## src/tdfe_pkg.sv

```systemverilog
package tdfe_pkg;

	// Ring depth of the moving average and the widths that follow from it.
	localparam int AVG_DEPTH = 8;
	localparam int NUM_CH    = 3;
	localparam int DIST_W    = 16;
	localparam int LIM_W     = 13;
	localparam int CFG_IDX_W = 3;
	localparam int SLOT_W    = (AVG_DEPTH > 1) ? $clog2(AVG_DEPTH) : 1;
	localparam int CNT_W     = $clog2(AVG_DEPTH + 1);
	localparam int SUM_W     = DIST_W + $clog2(AVG_DEPTH);
	localparam int BIT_W     = $clog2(SUM_W);

	// Reading substituted for a timed-out channel, and the validity bound.
	localparam logic [DIST_W-1:0] TIMEOUT_VALUE = 16'd8190;
	localparam logic [DIST_W-1:0] VALID_BELOW   = 16'd8000;

	// Register reset values.
	localparam logic [LIM_W-1:0] WALL_LIMIT_RST      = 13'd100;
	localparam logic [LIM_W-1:0] EMERGENCY_LIMIT_RST = 13'd20;
	localparam logic [LIM_W-1:0] REARM_LIMIT_RST     = 13'd40;
	localparam logic [LIM_W-1:0] LEFT_OFFSET_RST     = 13'd0;

	// Configuration register indexes.
	typedef enum logic [CFG_IDX_W-1:0] {
		REG_WALL_LIMIT      = 3'd0,
		REG_EMERGENCY_LIMIT = 3'd1,
		REG_REARM_LIMIT     = 3'd2,
		REG_LEFT_OFFSET     = 3'd3
	} cfg_reg_t;

	// Sequencer states.
	typedef enum logic [1:0] {
		ST_IDLE,
		ST_UPDATE,
		ST_DIVIDE,
		ST_DONE
	} state_t;

	// One word per ring slot: left, front, right.
	typedef logic [NUM_CH-1:0][DIST_W-1:0] lanes_t;

	typedef struct packed {
		logic [DIST_W-1:0] dist_left;
		logic [DIST_W-1:0] dist_front;
		logic [DIST_W-1:0] dist_right;
		logic [2:0]        timeouts;
	} sample_t;

	typedef struct packed {
		logic [DIST_W-1:0] avg_left;
		logic [DIST_W-1:0] avg_front;
		logic [DIST_W-1:0] avg_right;
		logic [2:0]        wall_mask;
		logic [2:0]        wall_changed;
		logic              emergency_active;
		logic [2:0]        emergency_sides;
		logic              stop_motors;
	} result_t;

endpackage

```

## src/tof_distance_filter_emergency.sv

```systemverilog
// Each accepted sample passes through the update, divide and done states; the bit-serial
// dividers turn the three running sums into averages, one quotient bit per cycle.
// A new sample is taken only in the idle state, once the previous result has been loaded.
// A sample may be accepted while the previous result still waits in the output register.
// Asynchronous active-low reset clears sums, ring pointer, fill flag, alarm and wall
// state and loads the register defaults; the ring memory itself is not cleared.
module tof_distance_filter_emergency (
	input  logic                             clk,
	input  logic                             arst_n,
	input  logic                             sample_valid,
	output logic                             sample_stall,
	input  tdfe_pkg::sample_t                sample,
	output logic                             result_valid,
	input  logic                             result_stall,
	output tdfe_pkg::result_t                result,
	input  logic                             cfg_we,
	input  logic [tdfe_pkg::CFG_IDX_W-1:0]   cfg_index,
	input  logic [tdfe_pkg::LIM_W-1:0]       cfg_data
);

	localparam int DW = tdfe_pkg::DIST_W;
	localparam int SW = tdfe_pkg::SUM_W;
	localparam int CW = tdfe_pkg::CNT_W;

	tdfe_pkg::state_t state_q, state_d;

	logic [tdfe_pkg::LIM_W-1:0] wall_limit_q, emergency_limit_q, rearm_limit_q;
	logic [tdfe_pkg::LIM_W-1:0] left_offset_q;

	tdfe_pkg::lanes_t ring_mem [tdfe_pkg::AVG_DEPTH];
	tdfe_pkg::lanes_t rd_q;
	tdfe_pkg::lanes_t val_q;
	tdfe_pkg::lanes_t latest_q;
	tdfe_pkg::lanes_t raw;
	tdfe_pkg::lanes_t avg;

	logic [tdfe_pkg::NUM_CH-1:0][SW-1:0] sum_q, sum_next;
	logic [tdfe_pkg::NUM_CH-1:0][SW-1:0] quot_q;
	logic [tdfe_pkg::NUM_CH-1:0][CW-1:0] rem_q;

	logic [tdfe_pkg::SLOT_W-1:0] slot_q, slot_next;
	logic                        full_q, full_next, slot_wrap;
	logic [CW-1:0]               den_q, den_next;
	logic [tdfe_pkg::BIT_W-1:0]  bit_q;

	logic       alarm_q;
	logic [2:0] alarm_sides_q;
	logic [2:0] wall_seen_q;
	logic [2:0] near_emerg, near_rearm, walls;

	logic signed [DW+1:0] left_sum;
	logic [DW-1:0]        left_corr;

	logic              sample_accept, out_load;
	logic              out_valid_q;
	tdfe_pkg::result_t out_q, result_d;

	assign sample_accept = sample_valid && !sample_stall;

	// Configuration registers.
	always_ff @(posedge clk or negedge arst_n) begin
		if (!arst_n) begin
			wall_limit_q      <= tdfe_pkg::WALL_LIMIT_RST;
			emergency_limit_q <= tdfe_pkg::EMERGENCY_LIMIT_RST;
			rearm_limit_q     <= tdfe_pkg::REARM_LIMIT_RST;
			left_offset_q     <= tdfe_pkg::LEFT_OFFSET_RST;
		end else if (cfg_we) begin
			unique case (tdfe_pkg::cfg_reg_t'(cfg_index))
				tdfe_pkg::REG_WALL_LIMIT:      wall_limit_q      <= cfg_data;
				tdfe_pkg::REG_EMERGENCY_LIMIT: emergency_limit_q <= cfg_data;
				tdfe_pkg::REG_REARM_LIMIT:     rearm_limit_q     <= cfg_data;
				tdfe_pkg::REG_LEFT_OFFSET:     left_offset_q     <= cfg_data;
				default: ;
			endcase
		end
	end

	// Timeout substitution and left offset with a clamp at zero; invalid left readings pass unchanged.
	always_comb begin
		raw[0] = sample.timeouts[0] ? tdfe_pkg::TIMEOUT_VALUE : sample.dist_left;
		raw[1] = sample.timeouts[1] ? tdfe_pkg::TIMEOUT_VALUE : sample.dist_front;
		raw[2] = sample.timeouts[2] ? tdfe_pkg::TIMEOUT_VALUE : sample.dist_right;
		left_sum = $signed({2'b00, raw[0]})
			+ $signed({{(DW + 2 - tdfe_pkg::LIM_W){left_offset_q[tdfe_pkg::LIM_W-1]}},
				left_offset_q});
		if (raw[0] >= tdfe_pkg::VALID_BELOW) begin
			left_corr = raw[0];
		end else if (left_sum[DW+1] || left_sum == '0) begin
			left_corr = '0;
		end else begin
			left_corr = left_sum[DW-1:0];
		end
	end

	// Ring memory: the old entry of the slot is read when the request is taken,
	// and the new sample is written back in the update cycle.
	always_ff @(posedge clk) begin
		if (sample_accept) begin
			rd_q <= ring_mem[slot_q];
		end
		if (state_q == tdfe_pkg::ST_UPDATE) begin
			ring_mem[slot_q] <= val_q;
		end
	end

	// Captured sample for the update cycle.
	always_ff @(posedge clk) begin
		if (sample_accept) begin
			val_q <= {raw[2], raw[1], left_corr};
		end
	end

	// Running sums, ring pointer and divisor for the averages.
	always_comb begin
		for (int i = 0; i < tdfe_pkg::NUM_CH; i++) begin
			sum_next[i] = sum_q[i]
				- (full_q ? {{(SW - DW){1'b0}}, rd_q[i]} : '0)
				+ {{(SW - DW){1'b0}}, val_q[i]};
		end
		slot_wrap = (slot_q == tdfe_pkg::SLOT_W'(tdfe_pkg::AVG_DEPTH - 1));
		slot_next = slot_wrap ? '0 : slot_q + 1'b1;
		full_next = full_q || slot_wrap;
		den_next  = full_next ? CW'(tdfe_pkg::AVG_DEPTH) : CW'(slot_next);
	end

	// Proximity of the latest readings to the emergency and rearm limits.
	always_comb begin
		for (int i = 0; i < tdfe_pkg::NUM_CH; i++) begin
			near_emerg[i] = (latest_q[i] < tdfe_pkg::VALID_BELOW)
				&& (latest_q[i] <= {{(DW - tdfe_pkg::LIM_W){1'b0}}, emergency_limit_q});
			near_rearm[i] = (latest_q[i] < tdfe_pkg::VALID_BELOW)
				&& (latest_q[i] <= {{(DW - tdfe_pkg::LIM_W){1'b0}}, rearm_limit_q});
		end
	end

	// Filter state, latest readings and the latched emergency.
	always_ff @(posedge clk or negedge arst_n) begin
		if (!arst_n) begin
			sum_q         <= '0;
			slot_q        <= '0;
			full_q        <= 1'b0;
			latest_q      <= {tdfe_pkg::TIMEOUT_VALUE, tdfe_pkg::TIMEOUT_VALUE,
				tdfe_pkg::TIMEOUT_VALUE};
			alarm_q       <= 1'b0;
			alarm_sides_q <= '0;
			wall_seen_q   <= '0;
		end else begin
			if (sample_accept) begin
				latest_q <= {raw[2], raw[1], left_corr};
			end
			if (state_q == tdfe_pkg::ST_UPDATE) begin
				sum_q  <= sum_next;
				slot_q <= slot_next;
				full_q <= full_next;
				if (near_emerg != '0) begin
					alarm_q       <= 1'b1;
					alarm_sides_q <= near_emerg;
				end else if (alarm_q && near_rearm == '0) begin
					alarm_q       <= 1'b0;
					alarm_sides_q <= '0;
				end
			end
			if (out_load) begin
				wall_seen_q <= walls;
			end
		end
	end

	// Three bit-serial restoring dividers, one quotient bit per cycle.
	always_ff @(posedge clk) begin
		if (state_q == tdfe_pkg::ST_UPDATE) begin
			quot_q <= sum_next;
			rem_q  <= '0;
			den_q  <= den_next;
		end else if (state_q == tdfe_pkg::ST_DIVIDE) begin
			for (int i = 0; i < tdfe_pkg::NUM_CH; i++) begin
				logic [CW:0] trial;
				logic        ge;
				trial = {rem_q[i], quot_q[i][SW-1]};
				ge    = (trial >= {1'b0, den_q});
				rem_q[i]  <= ge ? CW'(trial - {1'b0, den_q}) : CW'(trial);
				quot_q[i] <= {quot_q[i][SW-2:0], ge};
			end
		end
	end

	// Divider bit counter.
	always_ff @(posedge clk or negedge arst_n) begin
		if (!arst_n) begin
			bit_q <= '0;
		end else if (state_q == tdfe_pkg::ST_UPDATE) begin
			bit_q <= tdfe_pkg::BIT_W'(SW - 1);
		end else if (state_q == tdfe_pkg::ST_DIVIDE) begin
			bit_q <= bit_q - 1'b1;
		end
	end

	// Next-state logic.
	always_comb begin
		state_d = state_q;
		unique case (state_q)
			tdfe_pkg::ST_IDLE:   if (sample_accept) state_d = tdfe_pkg::ST_UPDATE;
			tdfe_pkg::ST_UPDATE: state_d = tdfe_pkg::ST_DIVIDE;
			tdfe_pkg::ST_DIVIDE: if (bit_q == '0) state_d = tdfe_pkg::ST_DONE;
			tdfe_pkg::ST_DONE:   if (out_load) state_d = tdfe_pkg::ST_IDLE;
			default:             state_d = tdfe_pkg::ST_IDLE;
		endcase
	end

	always_ff @(posedge clk or negedge arst_n) begin
		if (!arst_n) begin
			state_q <= tdfe_pkg::ST_IDLE;
		end else begin
			state_q <= state_d;
		end
	end

	// Sequencer outputs.
	always_comb begin
		sample_stall = (state_q != tdfe_pkg::ST_IDLE);
		out_load     = (state_q == tdfe_pkg::ST_DONE) && (!out_valid_q || !result_stall);
	end

	// Averages, wall detection and result assembly.
	always_comb begin
		for (int i = 0; i < tdfe_pkg::NUM_CH; i++) begin
			avg[i]   = quot_q[i][DW-1:0];
			walls[i] = (avg[i] < {{(DW - tdfe_pkg::LIM_W){1'b0}}, wall_limit_q});
		end
		result_d.avg_left         = avg[0];
		result_d.avg_front        = avg[1];
		result_d.avg_right        = avg[2];
		result_d.wall_mask        = walls;
		result_d.wall_changed     = walls ^ wall_seen_q;
		result_d.emergency_active = alarm_q;
		result_d.emergency_sides  = alarm_sides_q;
		result_d.stop_motors      = alarm_q;
	end

	// Output register.
	always_ff @(posedge clk or negedge arst_n) begin
		if (!arst_n) begin
			out_valid_q <= 1'b0;
		end else if (out_load) begin
			out_valid_q <= 1'b1;
		end else if (!result_stall) begin
			out_valid_q <= 1'b0;
		end
	end

	always_ff @(posedge clk) begin
		if (out_load) begin
			out_q <= result_d;
		end
	end

	assign result_valid = out_valid_q;
	assign result       = out_q;

endmodule

```

## config.mk

```make
export PLATFORM = sky130hd
export DESIGN_NAME = tof_distance_filter_emergency
export DESIGN_NICKNAME = d
export VERILOG_FILES = /design/src/tdfe_pkg.sv /design/src/tof_distance_filter_emergency.sv
export SDC_FILE = /design/constraint.sdc
export NUM_CORES = 1
export LEC_CHECK = 0
export ABC_AREA = 0
export ABC_CLOCK_PERIOD_IN_PS = 5800
export BUFFER_PORTS_ARGS = -buffer_cell sky130_fd_sc_hd__buf_4
export CORE_MARGIN = 2
export CORE_UTILIZATION = 35
export DETAILED_ROUTE_END_ITERATION = 10
export PLACE_DENSITY = 0.59
export REMOVE_ABC_BUFFERS = 1
export SETUP_SLACK_MARGIN = 0.15
export SLEW_MARGIN = 20
export SYNTH_ARGS = -nofsm -noshare
export SYNTH_HDL_FRONTEND = slang
export SYNTH_SLANG_ARGS = --single-unit
```

## constraint.sdc

```tcl
create_clock -name clk -period 5.8 [get_ports clk]
set_input_delay 0.58 -clock clk [delete_from_list [all_inputs] [get_ports clk]]
set_output_delay 0.58 -clock clk [all_outputs]
set_load 0.01 [all_outputs]
```

======== After elaboration in Yosys (flattened, before gate mapping) ========
Memory sizes are Yosys's and may differ from the RTL's. A register that Yosys moved wholly into a read port is not among the register bits.
Index checks and enable logic that the tools add are counted.
storage, ports and cells
  register bits ........................... 355
  bits in latches ......................... 0
  RAM bits ................................ 384
  ROM bits ................................ 0
  input bits .............................. 72
  logic and storage cells ................. 136
  memories ................................ 1
operators by class
  add/sub/neg operators ................... 12
  $mul .................................... 0
  divide/modulo/power cells ............... 0
  magnitude comparators ................... 16
  equality and inequality tests ........... 11
  shift operators ......................... 0
  multiplexer cells ....................... 29
  bitwise gates (word level) .............. 1
  reduce and logical (&&, ||, !) cells .... 30
memory list
  name      depth  bits a word  rd ports  clocked after memory_dff  write ports  RTL line                             text
  ring_mem  8      48           1         1                         1            tof_distance_filter_emergency.sv:30  tdfe_pkg::lanes_t ring_mem [tdfe_pkg::AVG_DEPTH];
operator list
  kind                                                                     number
  16-bit two-way mux                                                       8
  57-bit two-way mux                                                       2
  16-bit by 13-bit less-or-equal comparator with 1-bit output              6
  19-bit by 16-bit adder with 19-bit output                                3
  19-bit by 16-bit subtractor with 19-bit output                           3
  16-bit by 13-bit < comparator with 1-bit output                          3
  16-bit by 13-bit < comparator with 1-bit output, second input constant   3
  17-bit by 13-bit adder with 18-bit output                                1
  18-bit logical NOT                                                       1
  16-bit by 13-bit >= comparator with 1-bit output, second input constant  1
  4-bit two-way mux                                                        4
  5-bit by 4-bit >= comparator with 1-bit output                           3
  4-bit subtractor                                                         3
  5-bit two-way mux                                                        2
  2-bit AND reduction                                                      5
  1-bit logical AND                                                        9
  3-bit two-way mux                                                        3
  2-bit case mux with 4 select lines                                       1
  3-bit by 2-bit == test with 1-bit output, second input constant          2
  3-bit logical NOT                                                        2
  1-bit two-way mux                                                        6
  2-bit two-way mux                                                        3
  2-bit nonzero test                                                       3
  5-bit logical NOT                                                        1
  other kinds (14)                                                         21

======== Longest topological paths before layout ========
  depth in word-level cells ............... 6
  mapped depth ............................ 14

======== Worst setup path before layout ========
Ideal clock, no wire load.
  path type ............................... flip-flop to flip-flop
  start point ............................. register state_q[1]
  end point ............................... memory ring_mem[3][0] (netlist bit), enable pin
  arrival time ............................ 5.101 ns
  data required time ...................... 5.277 ns
  setup slack ............................. 0.177 ns
  cell stages (with the launch flop) ...... 7
  buffers on the path ..................... 2
  period minus slack after synthesis ...... 5.623 ns
  path through ............................ dfrtp_1 inv_1 ha_1 clkbuf_1 buf_1 nand2_1 nor3b_1
on the way
  word-level cells in the longest chain between the ends .. 3
ends and longest elaborated chain
  what                                      RTL line                              text
  start, declared                           tof_distance_filter_emergency.sv:25   tdfe_pkg::state_t state_q, state_d;
  start signal, assigned                    tof_distance_filter_emergency.sv:212  state_q <= tdfe_pkg::ST_IDLE;
  start signal, assigned                    tof_distance_filter_emergency.sv:214  state_q <= state_d;
  2-bit by 1-bit == test with 1-bit output  tof_distance_filter_emergency.sv:101  if (state_q == tdfe_pkg::ST_UPDATE) begin
  1-bit two-way mux                         tof_distance_filter_emergency.sv:101
  1-bit two-way mux (not written as such)   tof_distance_filter_emergency.sv:102  ring_mem[slot_q] <= val_q;
  end, declared                             tof_distance_filter_emergency.sv:30
No other way between the ends.

======== Worst setup path in the final report ========
  start point ............................. register full_q
  end point ............................... register quot_q[55] (netlist bit), data pin
on the way
  word-level cells in the longest chain between the ends .. 4
ends and longest elaborated chain
  what                                            RTL line                              text
  start, declared                                 tof_distance_filter_emergency.sv:42   logic full_q, full_next, slot_wrap;
  start signal, assigned                          tof_distance_filter_emergency.sv:154  full_q <= full_next;
  16-bit two-way mux                              tof_distance_filter_emergency.sv:117  - (full_q ? {{(SW - DW){1'b0}}, rd_q[i]} : '0)
  19-bit by 16-bit subtractor with 19-bit output  tof_distance_filter_emergency.sv:117
  19-bit by 16-bit adder with 19-bit output       tof_distance_filter_emergency.sv:118  + {{(SW - DW){1'b0}}, val_q[i]};
  57-bit two-way mux                              tof_distance_filter_emergency.sv:171  if (state_q == tdfe_pkg::ST_UPDATE) begin
  end signal, assigned                            tof_distance_filter_emergency.sv:172  quot_q <= sum_next;
  end signal, assigned by index                   tof_distance_filter_emergency.sv:182  quot_q[i] <= {quot_q[i][SW-2:0], ge};
  end, declared                                   tof_distance_filter_emergency.sv:38   logic [tdfe_pkg::NUM_CH-1:0][SW-1:0] quot_q;
No other way between the ends.
A chain may end at the register's enable or synchronous reset.

==> results.json <==
{
  "drive_gt1_share_pct": 17.37,
  "syn_inst": 3005,
  "antenna_found_initial": 2,
  "p_int_mw": 16.07,
  "cpMaxStageDelayCell": "dfrtp_1",
  "critPathMaxStageDelay_ns": 0.89,
  "synth_edf_count": 599,
  "crit_family": "compound AO/OA/AOI/OAI gates",
  "post-route-period-util_pct": 71.61,
  "place_area_um2": 40960,
  "synth_flop_cell": "edfxtp_1",
  "worst_slew_pin_slew_ns": 1.168,
  "clkTransAtPathRegs_ns": 0.06,
  "clkPwrFrac_pct": 20.3,
  "r2r_setup_slack_ns": 1.65,
  "min_path_type": "primary input to async pin",
  "synth.area.top_cells": "edfxtp_1, dfrtp_1, ha_1",
  "syn_to_final_growth_pct": 14.61,
  "p_switching_mw": 10.51,
  "grt_pass1_wl_mm": 153.4,
  "status": "finished clean",
  "seqCellArea_um2": 22700,
  "cts_root_buf": "clkbuf_16",
  "die_x_um": 334.2,
  "grt_pass1_vias": 23660,
  "synth_mux_area_share_pct": 5.973,
  "cts_tree": "built",
  "fin_crit_ns": 4.154,
  "end_kind": "flop",
  "dr_total_vias": 23810,
  "worstSetupStartpoint": "full_q",
  "first_iter_violations": 1755,
  "crit_chain": "buf_4 > and2_1 > fa_1 > inv_1 > ha_1 > and3_1 > a2111oi_2 > o21a_1 > o211a_1 > o31ai_1 > mux2_2 > o21ai_0",
  "gr-total-overflow": 0,
  "start_util_pct": 35.16,
  "synth_fa_ha_area_share_pct": 9.711,
  "numCtsBuffers": 83,
  "ctsHoldBuffers": 0,
  "finalSetupTns_ns": 0,
  "clockBufferDepth": 3,
  "ir_drop_mv": 0.3538,
  "crit_end": "quot_q[55]",
  "htreeDepth": 3,
  "num_rows": 121,
  "combPwrFrac_pct": 43.9,
  "arrival_ns": 4.52,
  "critical_path_buf_inv_count": 2,
  "coreArea_um2": 108600,
  "fmax_mhz": 240.8,
  "cp_max_fo": 27,
  "yosys_warnings": 0,
  "cts_setup_buffers": 0,
  "fillers": 10160,
  "setup_viol": 0,
  "dieArea_um2": 111700,
  "cts_resized": 0,
  "r2r_cells": 12,
  "cp-start-kind": "flop",
  "drt_first_pass_iters": 5,
  "final_antenna_net_count": 0,
  "synthArstFlopShare_pct": 22.36,
  "drc_errors": 0,
  "slew_viol_final": 0,
  "layout_common_cells": "edfxtp_1, inv_1, ha_1",
  "p_leak_nw": 16.94,
  "rsz0062_at_grt": "no",
  "wirelength_mm": 102.2,
  "grt_usage_pct": 18.30,
  "p_sw_share_pct": 39.54,
  "grt_max_degree": 164,
  "hold_ws_ns": 0.08495,
  "r2r-end": "quot_q[55]",
  "layout_commonest_cell": "edfxtp_1",
  "synth_top_family_by_area": "compound AO/OA/AOI/OAI gates",
  "synthSimpleGateAreaFrac_pct": 7.796,
  "stdcell_area_um2": 43740,
  "worst_r2r_startpoint": "full_q",
  "dp_hpwl_mm": 69.48,
  "syn_avg_cell_area_um2": 12.70,
  "vias_per_cell": 5.147,
  "max-slew-margin-rel_pct": 22.06,
  "synthXorXnorAreaFrac_pct": 1.079,
  "postSynthRegisterBits": 787,
  "final_util_pct": 40.30,
  "synth-compound-area-share_pct": 11.59,
  "maxCapViolCount": 0,
  "fin_skew_ns": 0.03544,
  "fp.dieH_um": 334.2,
  "path_depth": 12,
  "crit_required_ns": 6.16,
  "place_congestion": 0.8359,
  "synth_seq_area_share_pct": 59.44,
  "pin_count": 133,
  "synth_top_area_share_pct": 47.13,
  "seq_power_share_pct": 35.8,
  "port_buffers": 132,
  "finalHoldViolations": 0,
  "insertion_delay_ns": 0.66,
  "synth.cell_area_um2": 38170,
  "nets": 3478,
  "wl_per_cell_um": 22.08,
  "clock-sinks": 787,
  "yosys.area.top_type": "edfxtp_1",
  "critical_path_class": "flop to flop",
  "synthDistinctLibCells": 87,
  "multiInputGateArea_um2": 13930,
  "powerDensity_nw_per_um2": 607.6
}
## final cells by class
| type | count | share of cell area (%) |
|---|---|---|
| flip-flops and latches | 787 | 51.89 |
| multi-input cells | 1775 | 31.85 |
| clock buffers | 107 | 5.212 |
| well taps | 1414 | 4.045 |
| repair buffers | 164 | 3.001 |
| inverters | 330 | 2.843 |
| clock inverters | 49 | 1.150 |
| diodes | 1 | 0.005721 |
## through the flow
step	instances	worst slack, ns	power (mW)
3_3_place_gp	4470	1.705	21.10
4_1_cts	4626	1.628	26.78
5_1_grt	4626	1.337	28.59
6_report	4627	1.646	26.58
3_5_place_dp	4470	1.652	21.30
2_1_floorplan	2892	-2.224	17.64
## cells in the mapped netlist, drive strengths merged (13+ instances only)
master  number
a21oi      133
dfstp       43
a22oi       39
o22a        16
xor2        21
mux2       136
o22ai       19
or2         34
nor2b       28
clkbuf      89
and2        54
nor3        27
nand3       35
a211oi      18
ha         213
mux2i       68
nand4       23
nand2      143
fa          52
dfrtp      133
buf         24
a31oi       18
o21ai      186
a21o        44
a221oi      32
edfxtp     599
inv        329
xnor2       26
o211ai      16
nand2b      29
a31o        13
o21a        28
nor2       165
## worst min path at each step
| stage | start | endpoint | slack, ns | depth (start not counted) |
|---|---|---|---|---|
| floorplan | arst_n | alarm_q | 0.28 | 0 |
| global placement | rem_q[3] | rem_q[3] | 0.46 | 2 |
| detailed placement | rem_q[11] | rem_q[11] | 0.47 | 2 |
| CTS | arst_n | latest_q[0] | 0.1 | 1 |
| global route | arst_n | latest_q[0] | 0.15 | 1 |
| finish | arst_n | latest_q[0] | 0.08 | 1 |
## metal layers
layer,global-route usage [%],vias to the layer above,wire length (µm)
met5,0,-,0
met4,6.306,0,2952
met3,3.102,141,5512
met2,29.50,650,47830
met1,24.95,11790,45890
li1,-,11230,-
## sequential cells by signal, summed over array words and instances, names as in the netlist, 4 cells and up
register and flops:
ring_mem 384, result 58, sum_q 57, avg 48, latest_q 48, rd_q 48, val_q 48, emergency_limit_q 13
left_offset_q 13, rearm_limit_q 13, wall_limit_q 13, rem_q 12, quot_q 9, bit_q 5, den_q 4
## power by group through the flow
stage | registers [mW] | logic, mW | clock network [mW]
6_report | 9.52 | 11.7 | 5.40
5_1_grt | 9.69 | 13.2 | 5.73
4_1_cts | 9.55 | 11.7 | 5.51
3_5_place_dp | 9.65 | 11.6 | 0
3_3_place_gp | 9.63 | 11.5 | 0
2_1_floorplan | 9.24 | 8.41 | 0
## kinds of logic after synthesis
group                      count (synthesis)
DFF                                      787
AOI/OAI and AO/OA                        659
and+or+nand+nor                          598
buffers and inverters                    443
adders and majority gates                265
muxes                                    206
xor gates and xnor gates                  47
(Power assumes the default switching activity.)
